File: src/sv/gpioic_pkg.sv
// shared types, register map and helpers for the gpio interrupt controller
// no dependencies
`timescale 1ns / 1ps

package gpioic_pkg;

    localparam int PIN_COUNT_DEF = 32;
    localparam int DATA_W        = 32;
    localparam int HALF_W        = 16;
    localparam int WORD_W        = 5;
    localparam int CMD_W         = 2;

    typedef enum logic [CMD_W-1:0] {
        CMD_WRITE  = 2'd0,
        CMD_READ   = 2'd1,
        CMD_SAMPLE = 2'd2,
        CMD_NOP    = 2'd3
    } cmd_t;

    // register word offsets (byte offset / 4)
    localparam logic [WORD_W-1:0] REG_EN_L     = 5'd4;
    localparam logic [WORD_W-1:0] REG_EN_H     = 5'd5;
    localparam logic [WORD_W-1:0] REG_MASK_L   = 5'd6;
    localparam logic [WORD_W-1:0] REG_MASK_H   = 5'd7;
    localparam logic [WORD_W-1:0] REG_TYPE_L   = 5'd8;
    localparam logic [WORD_W-1:0] REG_TYPE_H   = 5'd9;
    localparam logic [WORD_W-1:0] REG_POL_L    = 5'd10;
    localparam logic [WORD_W-1:0] REG_POL_H    = 5'd11;
    localparam logic [WORD_W-1:0] REG_BOTH_L   = 5'd12;
    localparam logic [WORD_W-1:0] REG_BOTH_H   = 5'd13;
    localparam logic [WORD_W-1:0] REG_STATUS   = 5'd20;
    localparam logic [WORD_W-1:0] REG_RAW      = 5'd22;
    localparam logic [WORD_W-1:0] REG_EOI_L    = 5'd24;
    localparam logic [WORD_W-1:0] REG_EOI_H    = 5'd25;
    localparam logic [WORD_W-1:0] REG_EXT_PORT = 5'd28;

    typedef struct packed {
        cmd_t              command;
        logic [WORD_W-1:0] reg_word;
        logic [DATA_W-1:0] write_data;
        logic [DATA_W-1:0] pin_levels;
    } req_t;

    typedef struct packed {
        logic [DATA_W-1:0] read_data;
        logic              irq_line;
    } rsp_t;

    // one half of a split register, right aligned
    function automatic logic [DATA_W-1:0] half_read(input logic [DATA_W-1:0] r,
                                                    input logic hi);
        logic [DATA_W-1:0] res;
        res = hi ? {{HALF_W{1'b0}}, r[DATA_W-1:HALF_W]}
                 : {{HALF_W{1'b0}}, r[HALF_W-1:0]};
        return res;
    endfunction

endpackage

File: src/sv/gpioic_core.sv
// register file and pin detection logic of the gpio interrupt controller
// depends on gpioic_pkg
`timescale 1ns / 1ps

module gpioic_core #(
    parameter int PIN_COUNT = gpioic_pkg::PIN_COUNT_DEF
) (
    input  logic              aclk,
    input  logic              aresetn,
    input  logic              req_fire,
    input  gpioic_pkg::req_t  req,
    output gpioic_pkg::rsp_t  rsp
);
    import gpioic_pkg::*;

    logic [PIN_COUNT-1:0] enable_reg, enable_next;
    logic [PIN_COUNT-1:0] mask_reg, mask_next;
    logic [PIN_COUNT-1:0] type_reg, type_next;
    logic [PIN_COUNT-1:0] pol_reg, pol_next;
    logic [PIN_COUNT-1:0] both_reg, both_next;
    logic [PIN_COUNT-1:0] raw_reg, raw_next;
    logic [PIN_COUNT-1:0] last_reg, last_next;

    logic [DATA_W-1:0]    sel32, val32;
    logic [PIN_COUNT-1:0] sel, val;
    logic [PIN_COUNT-1:0] cur, rise, fall, edge_hit, edge_pins, level_pins, level_on;
    logic [PIN_COUNT-1:0] sample_raw;
    logic [DATA_W-1:0]    rd;
    logic                 hi;

    // half-register write: upper 16 bits enable the lower 16
    assign hi    = req.reg_word[0];
    assign sel32 = hi ? {req.write_data[DATA_W-1:HALF_W], {HALF_W{1'b0}}}
                      : {{HALF_W{1'b0}}, req.write_data[DATA_W-1:HALF_W]};
    assign val32 = hi ? {req.write_data[DATA_W-1:HALF_W] & req.write_data[HALF_W-1:0],
                         {HALF_W{1'b0}}}
                      : {{HALF_W{1'b0}},
                         req.write_data[DATA_W-1:HALF_W] & req.write_data[HALF_W-1:0]};
    assign sel   = sel32[PIN_COUNT-1:0];
    assign val   = val32[PIN_COUNT-1:0];

    // sample detection
    assign cur        = req.pin_levels[PIN_COUNT-1:0];
    assign rise       = cur & ~last_reg;
    assign fall       = ~cur & last_reg;
    assign edge_hit   = (rise & pol_reg) | (fall & ~pol_reg);
    assign edge_pins  = type_reg & ~both_reg;
    assign level_pins = ~type_reg & ~both_reg;
    assign level_on   = ~(cur ^ pol_reg);
    assign sample_raw = ((raw_reg | (both_reg & (rise | fall)) | (edge_pins & edge_hit))
                         & ~level_pins) | (level_pins & level_on);

    always_comb begin
        enable_next = enable_reg;
        mask_next   = mask_reg;
        type_next   = type_reg;
        pol_next    = pol_reg;
        both_next   = both_reg;
        raw_next    = raw_reg;
        last_next   = last_reg;
        rd          = '0;
        case (req.command)
            CMD_WRITE: begin
                case (req.reg_word)
                    REG_EN_L, REG_EN_H: begin
                        enable_next = (enable_reg & ~sel) | val;
                        raw_next    = raw_reg & ((enable_reg & ~sel) | val);
                    end
                    REG_MASK_L, REG_MASK_H: mask_next = (mask_reg & ~sel) | val;
                    REG_TYPE_L, REG_TYPE_H: type_next = (type_reg & ~sel) | val;
                    REG_POL_L, REG_POL_H:   pol_next  = (pol_reg & ~sel) | val;
                    REG_BOTH_L, REG_BOTH_H: both_next = (both_reg & ~sel) | val;
                    REG_EOI_L, REG_EOI_H:   raw_next  = raw_reg & ~(val & (type_reg | both_reg));
                    default: ;
                endcase
            end
            CMD_READ: begin
                case (req.reg_word)
                    REG_EN_L, REG_EN_H:     rd = half_read(DATA_W'(enable_reg), hi);
                    REG_MASK_L, REG_MASK_H: rd = half_read(DATA_W'(mask_reg), hi);
                    REG_TYPE_L, REG_TYPE_H: rd = half_read(DATA_W'(type_reg), hi);
                    REG_POL_L, REG_POL_H:   rd = half_read(DATA_W'(pol_reg), hi);
                    REG_BOTH_L, REG_BOTH_H: rd = half_read(DATA_W'(both_reg), hi);
                    REG_STATUS:             rd = DATA_W'(raw_reg & ~mask_reg);
                    REG_RAW:                rd = DATA_W'(raw_reg);
                    REG_EXT_PORT:           rd = DATA_W'(last_reg);
                    default: ;
                endcase
            end
            CMD_SAMPLE: begin
                raw_next  = sample_raw & enable_reg;
                last_next = cur;
            end
            default: ;
        endcase
    end

    assign rsp.read_data = rd;
    assign rsp.irq_line  = |(raw_next & ~mask_next);

    always_ff @(posedge aclk) begin
        if (!aresetn) begin
            enable_reg <= '0;
            mask_reg   <= '0;
            type_reg   <= '0;
            pol_reg    <= '0;
            both_reg   <= '0;
            raw_reg    <= '0;
            last_reg   <= '0;
        end else if (req_fire) begin
            enable_reg <= enable_next;
            mask_reg   <= mask_next;
            type_reg   <= type_next;
            pol_reg    <= pol_next;
            both_reg   <= both_next;
            raw_reg    <= raw_next;
            last_reg   <= last_next;
        end
    end

endmodule

File: src/sv/gpio_interrupt_controller.sv
// top level of the gpio interrupt controller: handshake and result register
// depends on gpioic_pkg and gpioic_core
`timescale 1ns / 1ps

// channel  | direction | word carried
// s_*      | in        | command, reg_word, write_data, pin_levels
// m_*      | out       | read_data, irq_line
//
// one word accepted per clock while the result slot is free; the result register
// loads on accept, from the single pass through register and detection logic
// aresetn is synchronous, active low; clears the core registers and result valid
// a stalled result holds; s_ready stays high while the result is empty or taken
// the same cycle, so a new word enters while the previous one leaves

module gpio_interrupt_controller #(
    parameter int PIN_COUNT = gpioic_pkg::PIN_COUNT_DEF
) (
    input  logic                            aclk,
    input  logic                            aresetn,
    // request words
    input  logic                            s_valid,
    output logic                            s_ready,
    input  logic [gpioic_pkg::CMD_W-1:0]    s_command,
    input  logic [gpioic_pkg::WORD_W-1:0]   s_reg_word,
    input  logic [gpioic_pkg::DATA_W-1:0]   s_write_data,
    input  logic [gpioic_pkg::DATA_W-1:0]   s_pin_levels,
    // result words
    output logic                            m_valid,
    input  logic                            m_ready,
    output logic [gpioic_pkg::DATA_W-1:0]   m_read_data,
    output logic                            m_irq_line
);
    import gpioic_pkg::*;

    req_t              req;
    rsp_t              rsp;
    logic              s_fire;
    logic              m_valid_reg, m_valid_next;
    logic [DATA_W-1:0] read_data_reg;
    logic              irq_reg;

    // gather the input word into one request
    assign req.command    = cmd_t'(s_command);
    assign req.reg_word   = s_reg_word;
    assign req.write_data = s_write_data;
    assign req.pin_levels = s_pin_levels;

    // accept whenever the result slot is free or being emptied
    assign s_ready = !m_valid_reg || m_ready;
    assign s_fire  = s_valid && s_ready;

    // register state and detection; state commits on accept
    gpioic_core #(
        .PIN_COUNT (PIN_COUNT)
    ) u_core (
        .aclk     (aclk),
        .aresetn  (aresetn),
        .req_fire (s_fire),
        .req      (req),
        .rsp      (rsp)
    );

    // result valid: set by an accepted word, cleared once taken
    always_comb begin
        m_valid_next = m_valid_reg;
        if (s_fire) begin
            m_valid_next = 1'b1;
        end else if (m_ready) begin
            m_valid_next = 1'b0;
        end
    end

    always_ff @(posedge aclk) begin
        if (!aresetn) begin
            m_valid_reg <= 1'b0;
        end else begin
            m_valid_reg <= m_valid_next;
        end
    end

    // result payload, loaded only on accept so a stall holds it
    always_ff @(posedge aclk) begin
        if (s_fire) begin
            read_data_reg <= rsp.read_data;
            irq_reg       <= rsp.irq_line;
        end
    end

    assign m_valid     = m_valid_reg;
    assign m_read_data = read_data_reg;
    assign m_irq_line  = irq_reg;

endmodule

File: config.mk
export PLATFORM = sky130hd
export DESIGN_NAME = gpio_interrupt_controller
export DESIGN_NICKNAME = d
export VERILOG_FILES = /design/src/sv/gpioic_pkg.sv /design/src/sv/gpioic_core.sv /design/src/sv/gpio_interrupt_controller.sv
export SDC_FILE = /design/constraint.sdc
export NUM_CORES = 1
export LEC_CHECK = 0
export ABC_AREA = 0
export CELL_PAD_IN_SITES_DETAIL_PLACEMENT = 1
export CELL_PAD_IN_SITES_GLOBAL_PLACEMENT = 1
export CORE_UTILIZATION = 53
export CTS_CLUSTER_SIZE = 20
export DETAILED_ROUTE_END_ITERATION = 7
export DONT_BUFFER_PORTS = 1
export GPL_ROUTABILITY_DRIVEN = 0
export PLACE_DENSITY = 0.85
export SETUP_SLACK_MARGIN = 0.3
export SLEW_MARGIN = 40
export SYNTH_ARGS = -nofsm -noshare
export SYNTH_HDL_FRONTEND = slang
export SYNTH_SLANG_ARGS = --single-unit
File: constraint.sdc
create_clock -name aclk -period 5.1 [get_ports aclk]
set_clock_uncertainty 0.1 [all_clocks]
set_input_delay 0.51 -clock aclk [delete_from_list [all_inputs] [get_ports aclk]]
set_output_delay 0.51 -clock aclk [all_outputs]
set_load 0.005 [all_outputs]
==> flow_summary.yaml, run 1 <==
setup_path:
  rr_startpoint: "m_valid$_SDFFE_PN0P_"
  timing.critical_path.required_ns: 5.48
  critPathKind: "flop to flop"
  internal_reg_to_reg_setup_slack_ns: 1.78
  arrival_ns: 3.70
  regToRegEndpoint: "u_core.type_reg[11]$_SDFFE_PN0P_"
  max_stage_delay_ns: 0.58
  worst-r2r-cell-count: 8
  start_kind: "flop"
  critical_path.slowest_cell: "sky130_fd_sc_hd__buf_4"
  crit_path_cell_trace: "nand2b_1 > nand2_2 > inv_2 > nand2_1 > nor2_2 > buf_4 > nand3_1 > a21boi_0"
  setup.worst_path.end_class: "flop"
  path_max_fanout: 25
power_and_ir_drop:
  swShare_pct: 25.8
  switchingPower_w: 0.00127
  power.ir.vdd_worst_uv: 324
  seqPwrFrac_pct: 43.1
  power.combinational.fraction_pct: 10.0
  total_power_w: 0.00492
  power.static_leakage_nw: 6.01
  clock_power_share_pct: 46.9
  p_per_area_nw_per_um2: 269
  power_report.internal_total_w: 0.00365
logic_synthesis:
  syn_area_per_cell_um2: 8.04
  syn_nets: 2190
  synth_async_sr_flop_share_pct: 0
  synth-seq-cells: 258
  ys_types: 73
  synth_top_area_share_pct: 27.3
  yosysSeqAreaShare_pct: 33.3
  dominantRegCellSynth: "sky130_fd_sc_hd__dfxtp_1"
  mappedNetlistArea_um2: 16500
  post-synth-top-area-cell: "sky130_fd_sc_hd__dfxtp_1"
  synthTopCellsByArea: "sky130_fd_sc_hd__dfxtp_1, sky130_fd_sc_hd__a21boi_0, sky130_fd_sc_hd__o21ai_0"
  synth-edff-count: 33
  synthCells: 2051
  number_of_warnings_printed_during_yosys_synthesis: 0
clock_network:
  ctsRootBufferMaster: "sky130_fd_sc_hd__clkbuf_16"
  cts_buffers: 30
  cts_post_setup_buffers_inserted: 0
  h_tree_depth: 1
  clk-insertion-delay-late_ns: 0.58
  cts_tree: "done"
  path_clk_slew_ns: 0.06
  clock_tree_buffer_depth: 3
  tritoncts_num_sinks: 258
  cts_repair_resize_count: 0
sta:
  setup_total_negative_slack_ns: 0
  finalHoldViolCount: 0
  worst-slew-pin-transition_ns: 0.883
  timing.final.max_slew_violations: 0
  fmaxAchievable_mhz: 301
  setup_viol: 0
  unrepaired_setup_endpoints_after_global_routing: "false"
  share_of_the_cycle_needed_by_the_critical_path_after_routing_pct: 65.2
  final_critical_path_time_including_i_o_delays_and_setup_ns: 3.32
  maxSlewHeadroom_pct: 41.0
route:
  drtPass1Iterations: 6
  initialDrtViolationCount: 2349
  vias: 17700
  routed_vias_inst: 7.32
  wire_per_inst_um: 29.7
  routed_wl_um: 71900
  route.detailed.drc: 0
  antenna_violating_nets_post_route: 0
cells_and_area:
  most_frequent_cells_in_the_layout: "sky130_fd_sc_hd__dfxtp_1, sky130_fd_sc_hd__o21ai_0, sky130_fd_sc_hd__a21boi_0, sky130_fd_sc_hd__nand3_1, sky130_fd_sc_hd__nand2_1"
  finalInstanceArea_um2: 18300
  post-route-util_pct: 59.8
  final_net_count: 2142
  fraction_of_final_layout_cells_with_drive_strength_greater_than_1_pct: 6.42
  area_growth_pct: 11.0
  leading_cell_type_in_the_layout_fill_and_taps_excluded: "sky130_fd_sc_hd__dfxtp_1"
min_path:
  timing.hold.worst.start: "s_write_data[11]"
  min_path_type: "input pin to flop"
  hold_path_end: "u_core.both_reg[27]$_SDFFE_PN0P_"
  hold_path_depth: 2
global_routing:
  first_global_vias: 18400
  grt_max_degree: 144
  global_route.overflow_total: 0
  grt_pass1_wl_um: 108000
  groute.usage.overall_pct: 44.8
  grt_antenna_before_repair: 1
floorplan:
  die_width_um: 178
  boundaryPins: 110
  fp.dieArea_um2: 31800
  std_cell_rows: 64
  core_region_area_um2: 30600
  start_util_pct: 53.9
  height_of_the_die_um: 178
place:
  port_buffers: 0
  dp_hpwl_um: 42600
  dpl_cell_area_um2: 16700
run_status:
  outcome: "complete, no violations"
flow_run:
  timing.max_cap.violations: 0
## kinds of logic after synthesis
family                   Yosys count  share of synthesized area, %
AO/OA/AOI/OAI                    739                          29.5
XOR/XNOR                          32                          1.70
adder cells (fa/ha/maj)           64                          4.86
buffers and inverters            254                          6.03
flip-flops                       258                          33.3
multiplexers                      85                          5.26
AND/OR/NAND/NOR                  619                          19.4
## stage by stage
stage | hold slack (ns) | worst slack [ns] | instances
floorplan | 0.340 | 2.31 | 2051
global placement | 0.359 | 1.78 | 2310
detailed placement | 0.375 | 1.72 | 2311
CTS | 0.0000270 | 1.95 | 2422
global route | 0.0112 | 1.81 | 2422
finish | 0.00147 | 1.78 | 2423
## cell type report
class	instances	area (µm²)
fill	3632	12300
sequential	258	5500
clock buffer	45	878
timing repair buffer	94	883
multi-input combinational	1539	10100
inverter	80	300
tap	396	495
clock inverter	10	153
antenna	1	2.50
## repair_timing
action	4_1_cts	5_1_grt
endpoints found under the hold margin	161	0
hold buffers	56	0
setup endpoints to repair	0	0
## Yosys cell counts, drive strengths merged, types with 21 or more instances
library cell	count
nand3b	21
clkbuf	138
inv	80
ha	64
nor2b	27
a21oi	94
dfxtp	225
nand3	185
o21ai	217
xnor2	25
a22oi	23
a21boi	209
a31oi	25
buf	36
nand2	161
mux2i	72
nor3	27
edfxtp	33
nand2b	41
nor2	59
o22ai	30
## worst max-delay path, delay by kind of cell (launching register included)
family | cells | cell delay (ns)
DFF | 1 | 0.32
AOI/OAI and AO/OA | 1 | 0.26
buffers and inverters | 2 | 1.06
and+or+nand+nor | 5 | 1.46
## how the worst max path moves through the flow
stage                                     from                                to  slack (ns)
final                     m_valid$_SDFFE_PN0P_  u_core.type_reg[11]$_SDFFE_PN0P_        1.78
after global routing      m_valid$_SDFFE_PN0P_  u_core.type_reg[11]$_SDFFE_PN0P_        1.81
after floorplan                        m_ready   u_core.raw_reg[21]$_SDFFE_PN0P_        2.31
after CTS                 m_valid$_SDFFE_PN0P_  u_core.type_reg[11]$_SDFFE_PN0P_        1.95
after global placement           s_reg_word[4]              m_irq_line$_DFFE_PP_        1.78
after detailed placement         s_reg_word[4]              m_irq_line$_DFFE_PP_        1.72
## per-layer routing
metal	global-route usage (%)	wire length, µm	part of all wire, %
met1	55.5	27000	38
met4	28.6	4600	6.4
met2	68.7	31600	44
met5	0	19	0.026
met3	11.9	8710	12
## power by group through the flow
stage | clock network [W] | registers, W | logic, W
5_1_grt | 0.00238 | 0.00212 | 0.000513
4_1_cts | 0.00231 | 0.00212 | 0.000471
2_1_floorplan | 0 | 0.00215 | 0.000328
6_report | 0.00231 | 0.00212 | 0.000491
3_5_place_dp | 0 | 0.00216 | 0.000402
3_3_place_gp | 0 | 0.00216 | 0.000386
Power figures use the tool's default switching activity.
==> run 2, diff against run 1 <==
- CORE_UTILIZATION: 53 -> 44
- PLACE_DENSITY: 0.85 -> 0.75
- clock period: 5.1 -> 2.9 ns (I/O delays scaled with it)
==> flow_summary.yaml, run 2 (synthesis results as in run 1) <==
route:
  route.detailed.drc: 0
  wirelength_met1_um: 30200
  route.top_layer_used: "met4"
  vias: 18000
  drtPass1Iterations: 6
  antenna_violating_nets_post_route: 0
  routed_wl_um: 76100
  initialDrtViolationCount: 2209
  wl_met2_um: 34000
  routed_vias_inst: 6.89
  wire_per_inst_um: 29.2
  wl_met3_um: 7930
sta:
  final_critical_path_time_including_i_o_delays_and_setup_ns: 2.56
  setup_viol: 0
  finalHoldViolCount: 0
  setup_slack_ns: 0.339
  fmaxAchievable_mhz: 391
  timing.final.max_slew_violations: 0
  setup_total_negative_slack_ns: 0
  share_of_the_cycle_needed_by_the_critical_path_after_routing_pct: 88.3
  worst-slew-pin-transition_ns: 0.853
  unrepaired_setup_endpoints_after_global_routing: "true"
  maxSlewHeadroom_pct: 43.0
floorplan:
  height_of_the_die_um: 196
  fp.dieArea_um2: 38200
  std_cell_rows: 70
  core_region_area_um2: 36700
  start_util_pct: 44.9
  die_width_um: 196
  boundaryPins: 110
cells_and_area:
  finalInstanceArea_um2: 19400
  fraction_of_final_layout_cells_with_drive_strength_greater_than_1_pct: 8.89
  area_growth_pct: 17.6
  leading_cell_type_in_the_layout_fill_and_taps_excluded: "sky130_fd_sc_hd__dfxtp_1"
  final_net_count: 2254
  fin_cells: 2608
  most_frequent_cells_in_the_layout: "sky130_fd_sc_hd__dfxtp_1, sky130_fd_sc_hd__o21ai_0, sky130_fd_sc_hd__a21boi_0, sky130_fd_sc_hd__nand3_1, sky130_fd_sc_hd__nand2_1"
clock_network:
  cts_tree: "done"
  path_clk_slew_ns: 0.06
  cts_buffers: 31
  clock_tree_buffer_depth: 3
  ctsRootBufferMaster: "sky130_fd_sc_hd__clkbuf_16"
  cts_post_setup_buffers_inserted: 0
  clk-insertion-delay-late_ns: 0.61
  h_tree_depth: 1
  tritoncts_num_sinks: 258
global_routing:
  groute.usage.overall_pct: 39.2
  grt_antenna_before_repair: 2
  global_route.overflow_total: 0
  grt_pass1_wl_um: 114000
  first_global_vias: 18300
  grt_max_degree: 185
setup_path:
  critical_path.slowest_cell: "sky130_fd_sc_hd__dlygate4sd3_1"
  start_kind: "flop"
  crit_path_cell_trace: "nand2b_1 > nand2_4 > inv_2 > nand2_1 > nor2_2 > buf_4 > nand3_1 > dlygate4sd3_1 > a21boi_0"
  setup.worst_path.end_class: "flop"
  max_stage_delay_ns: 0.58
  timing.critical_path.required_ns: 3.33
  worst_path_dominant_cell_family: "buffers and inverters"
  critPathKind: "flop to flop"
  crit_buf_inv: 3
  arrival_ns: 2.99
  path_max_fanout: 18
power_and_ir_drop:
  switchingPower_w: 0.00235
  power.combinational.fraction_pct: 11.5
  power.static_leakage_nw: 6.56
  power_report.internal_total_w: 0.00627
  power.ir.vdd_worst_uv: 472
  seqPwrFrac_pct: 43.2
  p_per_area_nw_per_um2: 444
  swShare_pct: 27.3
  clock_power_share_pct: 45.3
place:
  port_buffers: 0
  dp_hpwl_um: 46900
  placement_setup_slack_ns: 0.0443
  dpl_cell_area_um2: 17200
  dp.cells: 2441
flow_run:
  timing.max_cap.violations: 0
min_path:
  min_path_type: "input pin to flop"
run_status:
  outcome: "complete, no violations"
## run 2: cell type report
class,instances,area [µm²]
timing repair buffer,205,1940
multi-input combinational,1539,10100
inverter,80,300
clock inverter,11,75.1
sequential,258,5500
clock buffer,45,900
fill,4346,17300
antenna,2,5.00
tap,468,586
## run 2: timing repair
item | 4_1_cts | 5_1_grt
resized for setup | 2 | 19
cloned | 0 | 0
hold endpoints to repair | 234 | 0
endpoints found under the setup margin | 1 | 40
hold buffers | 108 | 0
pin swaps | 0 | 1
## run 2: final timing paths
kind	from	endpoint	slack, ns	cells past startpoint
setup / recovery	m_valid$_SDFFE_PN0P_	u_core.enable_reg[10]$_SDFFE_PN0P_	0.34	9
hold / removal	s_write_data[30]	u_core.both_reg[30]$_SDFFE_PN0P_	0.01	3
setup reg to reg	m_valid$_SDFFE_PN0P_	u_core.enable_reg[10]$_SDFFE_PN0P_	0.34	9
hold reg to reg	u_core.raw_reg[29]$_SDFFE_PN0P_	u_core.raw_reg[29]$_SDFFE_PN0P_	0.38	2
## run 2: per-stage QoR
step	util, %	hold slack, ns	power, W
finish	52.9	0.0134	0.00862
global route	52.8	0.00750	0.00881
CTS	52.6	0.000407	0.00858
detailed placement	46.9	0.345	0.00456
global placement	46.9	0.332	0.00454
floorplan	-	0.329	0.00436
## run 2: power by group through the flow
stage | registers, W | logic [W] | clock network [W]
2_1_floorplan | 0.00379 | 0.000576 | 0
3_3_place_gp | 0.00380 | 0.000739 | 0
3_5_place_dp | 0.00380 | 0.000759 | 0
4_1_cts | 0.00372 | 0.000948 | 0.00391
5_1_grt | 0.00373 | 0.00104 | 0.00404
6_report | 0.00372 | 0.000995 | 0.00390
## run 2: per-layer routing
layer / GRT usage [%] / up-vias
met1: 50.1 / 8912
met3: 8.81 / 289
met4: 19.7 / 0
met2: 62.0 / 1137
met5: 0.383 / -
li1: - / 7641
## run 2: worst register-to-register path, cell delays in order, from the launching register on
cell	delay, ns
sky130_fd_sc_hd__dfxtp_1	0.32
sky130_fd_sc_hd__nand2b_1	0.17
sky130_fd_sc_hd__nand2_4	0.14
sky130_fd_sc_hd__inv_2	0.16
sky130_fd_sc_hd__nand2_1	0.19
sky130_fd_sc_hd__nor2_2	0.19
sky130_fd_sc_hd__buf_4	0.36
sky130_fd_sc_hd__nand3_1	0.13
sky130_fd_sc_hd__dlygate4sd3_1	0.58
sky130_fd_sc_hd__a21boi_0	0.14
==> run 3, diff against run 2 <==
- CORE_UTILIZATION: 44 -> 53
- PLACE_DENSITY: 0.75 -> 0.85
- RECOVER_POWER: unset -> 100
- clock period: 2.9 -> 3.05 ns (I/O delays scaled with it)
==> flow_summary.yaml, run 3 (synthesis results as in run 1) <==
run_status:
  outcome: "complete, but fails checks"
  violations_in_the_final_reports: "max-capacitance violations, max-slew violations"
sta:
  finalHoldViolCount: 0
  maxSlewHeadroom_pct: -16.2
  final_critical_path_time_including_i_o_delays_and_setup_ns: 2.93
  setup_total_negative_slack_ns: 0
  fmaxAchievable_mhz: 341
  share_of_the_cycle_needed_by_the_critical_path_after_routing_pct: 96.2
  setup_viol: 0
  hold_ws_ns: 0.0338
  worst-slew-pin-transition_ns: 1.74
  timing.final.max_slew_violations: 13
  unrepaired_setup_endpoints_after_global_routing: "true"
cells_and_area:
  leading_cell_type_in_the_layout_fill_and_taps_excluded: "sky130_fd_sc_hd__dfxtp_1"
  fin_cells: 2499
  most_frequent_cells_in_the_layout: "sky130_fd_sc_hd__dfxtp_1, sky130_fd_sc_hd__o21ai_0, sky130_fd_sc_hd__a21boi_0, sky130_fd_sc_hd__nand3_1, sky130_fd_sc_hd__nand2_1"
  fraction_of_final_layout_cells_with_drive_strength_greater_than_1_pct: 7.67
  area_growth_pct: 14.0
  final_net_count: 2216
  finalInstanceArea_um2: 18800
setup_path:
  critPathKind: "flop to flop"
  crit_buf_inv: 1
  max_stage_delay_ns: 0.53
  arrival_ns: 3.29
  path_max_fanout: 14
  setup.worst_path.end_class: "flop"
  start_kind: "flop"
  worst_path_dominant_cell_family: "simple AND/OR/NAND/NOR gates"
  crit_path_cell_trace: "nand2b_1 > nand2_1 > nor2_1 > nand2_1 > clkbuf_2 > o21ai_0 > a21boi_0"
  critical_path.slowest_cell: "sky130_fd_sc_hd__clkbuf_2"
  timing.critical_path.required_ns: 3.40
  worst_path_most_repeated_cell: "sky130_fd_sc_hd__nand2_1"
power_and_ir_drop:
  power.combinational.fraction_pct: 11.3
  switchingPower_w: 0.00221
  total_power_w: 0.00812
  clock_power_share_pct: 45.1
  seqPwrFrac_pct: 43.6
  power.static_leakage_nw: 6.31
  p_per_area_nw_per_um2: 432
  swShare_pct: 27.3
  power_report.internal_total_w: 0.00591
  power.ir.vdd_worst_uv: 411
clock_network:
  cts_tree: "done"
  cts_post_setup_buffers_inserted: 0
  path_clk_slew_ns: 0.07
  cts_buffers: 29
  h_tree_depth: 1
  ctsRootBufferMaster: "sky130_fd_sc_hd__clkbuf_16"
  tritoncts_num_sinks: 258
  clk-insertion-delay-late_ns: 0.59
  clock_tree_buffer_depth: 3
route:
  wire_per_inst_um: 31.5
  routed_vias_inst: 7.53
  drtPass1Iterations: 6
  route.detailed.drc: 0
  routed_wl_um: 78700
  antenna_violating_nets_post_route: 0
  vias: 18800
  initialDrtViolationCount: 2660
floorplan:
  height_of_the_die_um: 178
  fp.dieArea_um2: 31800
  die_width_um: 178
  start_util_pct: 53.9
  boundaryPins: 110
  std_cell_rows: 64
  core_region_area_um2: 30600
place:
  dp.cells: 2356
  port_buffers: 0
  dp_hpwl_um: 46500
  dpl_cell_area_um2: 17000
global_routing:
  first_global_vias: 19400
  grt_antenna_before_repair: 4
  grt_pass1_wl_um: 118000
  global_route.overflow_total: 0
  groute.usage.overall_pct: 49.1
  grt_max_degree: 195
min_path:
  min_path_type: "input pin to flop"
flow_run:
  timing.max_cap.violations: 1
run 3: changes by cell type in the layout (fill, tap and decap cells not counted), moves of 3 or more:
| cell | previous run | this run |
|---|---|---|
| sky130_fd_sc_hd__and2_0 | 2 | 5 |
| sky130_fd_sc_hd__clkbuf_1 | 8 | 12 |
| sky130_fd_sc_hd__clkbuf_2 | 0 | 5 |
| sky130_fd_sc_hd__buf_4 | 85 | 68 |
| sky130_fd_sc_hd__clkbuf_16 | 32 | 29 |
| sky130_fd_sc_hd__clkinv_2 | 6 | 3 |
| sky130_fd_sc_hd__dlygate4sd3_1 | 106 | 85 |
| sky130_fd_sc_hd__buf_12 | 7 | 2 |
| sky130_fd_sc_hd__and2_1 | 18 | 15 |
run 3: final timing paths:
check	startpoint	end	slack [ns]	depth (start not counted)
hold reg to reg	u_core.raw_reg[12]$_SDFFE_PN0P_	u_core.raw_reg[12]$_SDFFE_PN0P_	0.40	2
hold / removal	s_write_data[11]	m_irq_line$_DFFE_PP_	0.03	3
setup reg to reg	m_valid$_SDFFE_PN0P_	u_core.both_reg[12]$_SDFFE_PN0P_	0.12	7
setup / recovery	m_valid$_SDFFE_PN0P_	u_core.both_reg[12]$_SDFFE_PN0P_	0.12	7
run 3: tightest hold or removal path, delay by kind of cell:
kind / cells / cell delay (ns)
mux: 1 / 0.11
compound gates: 1 / 0.11
simple gates: 1 / 0.09
run 3: final cells by class:
class | instances | area (µm²)
Clock buffer | 43 | 848
Timing Repair Buffer | 169 | 1510
Antenna cell | 3 | 7.51
Sequential cell | 258 | 5500
Tap cell | 396 | 495
Inverter | 80 | 300
Fill cell | 3623 | 11800
Multi-Input combinational cell | 1539 | 10000
Clock inverter | 11 | 110
run 3: routing by layer:
metal | routed length [µm] | global-route usage, % | part of all wire (%)
met2 | 34100 | 74.1 | 43
met5 | 24 | 0 | 0.030
met4 | 5940 | 34.2 | 7.5
met3 | 10400 | 15.8 | 13
met1 | 28300 | 59.0 | 36
run 3: repair_timing:
item / 4_1_cts / 5_1_grt
resized for setup: 0 / 3
endpoints found under the hold margin: 228 / 1
endpoints found under the setup margin: 0 / 7
hold buffers: 85 / 1
run 3: power by group through the flow:
stage | clock, W | sequential [W] | combinational (W)
6_report | 0.00366 | 0.00354 | 0.000916
5_1_grt | 0.00376 | 0.00355 | 0.000946
4_1_cts | 0.00363 | 0.00354 | 0.000864
3_5_place_dp | 0 | 0.00361 | 0.000702
3_3_place_gp | 0 | 0.00361 | 0.000676
2_1_floorplan | 0 | 0.00360 | 0.000548
run 3: stage by stage:
step,util [%],setup WS (ns)
after floorplan,-,0.463
after global placement,55.6,0.167
after detailed placement,55.6,0.117
after CTS,61.5,0.506
after global routing,61.4,0.179
final,61.4,0.117
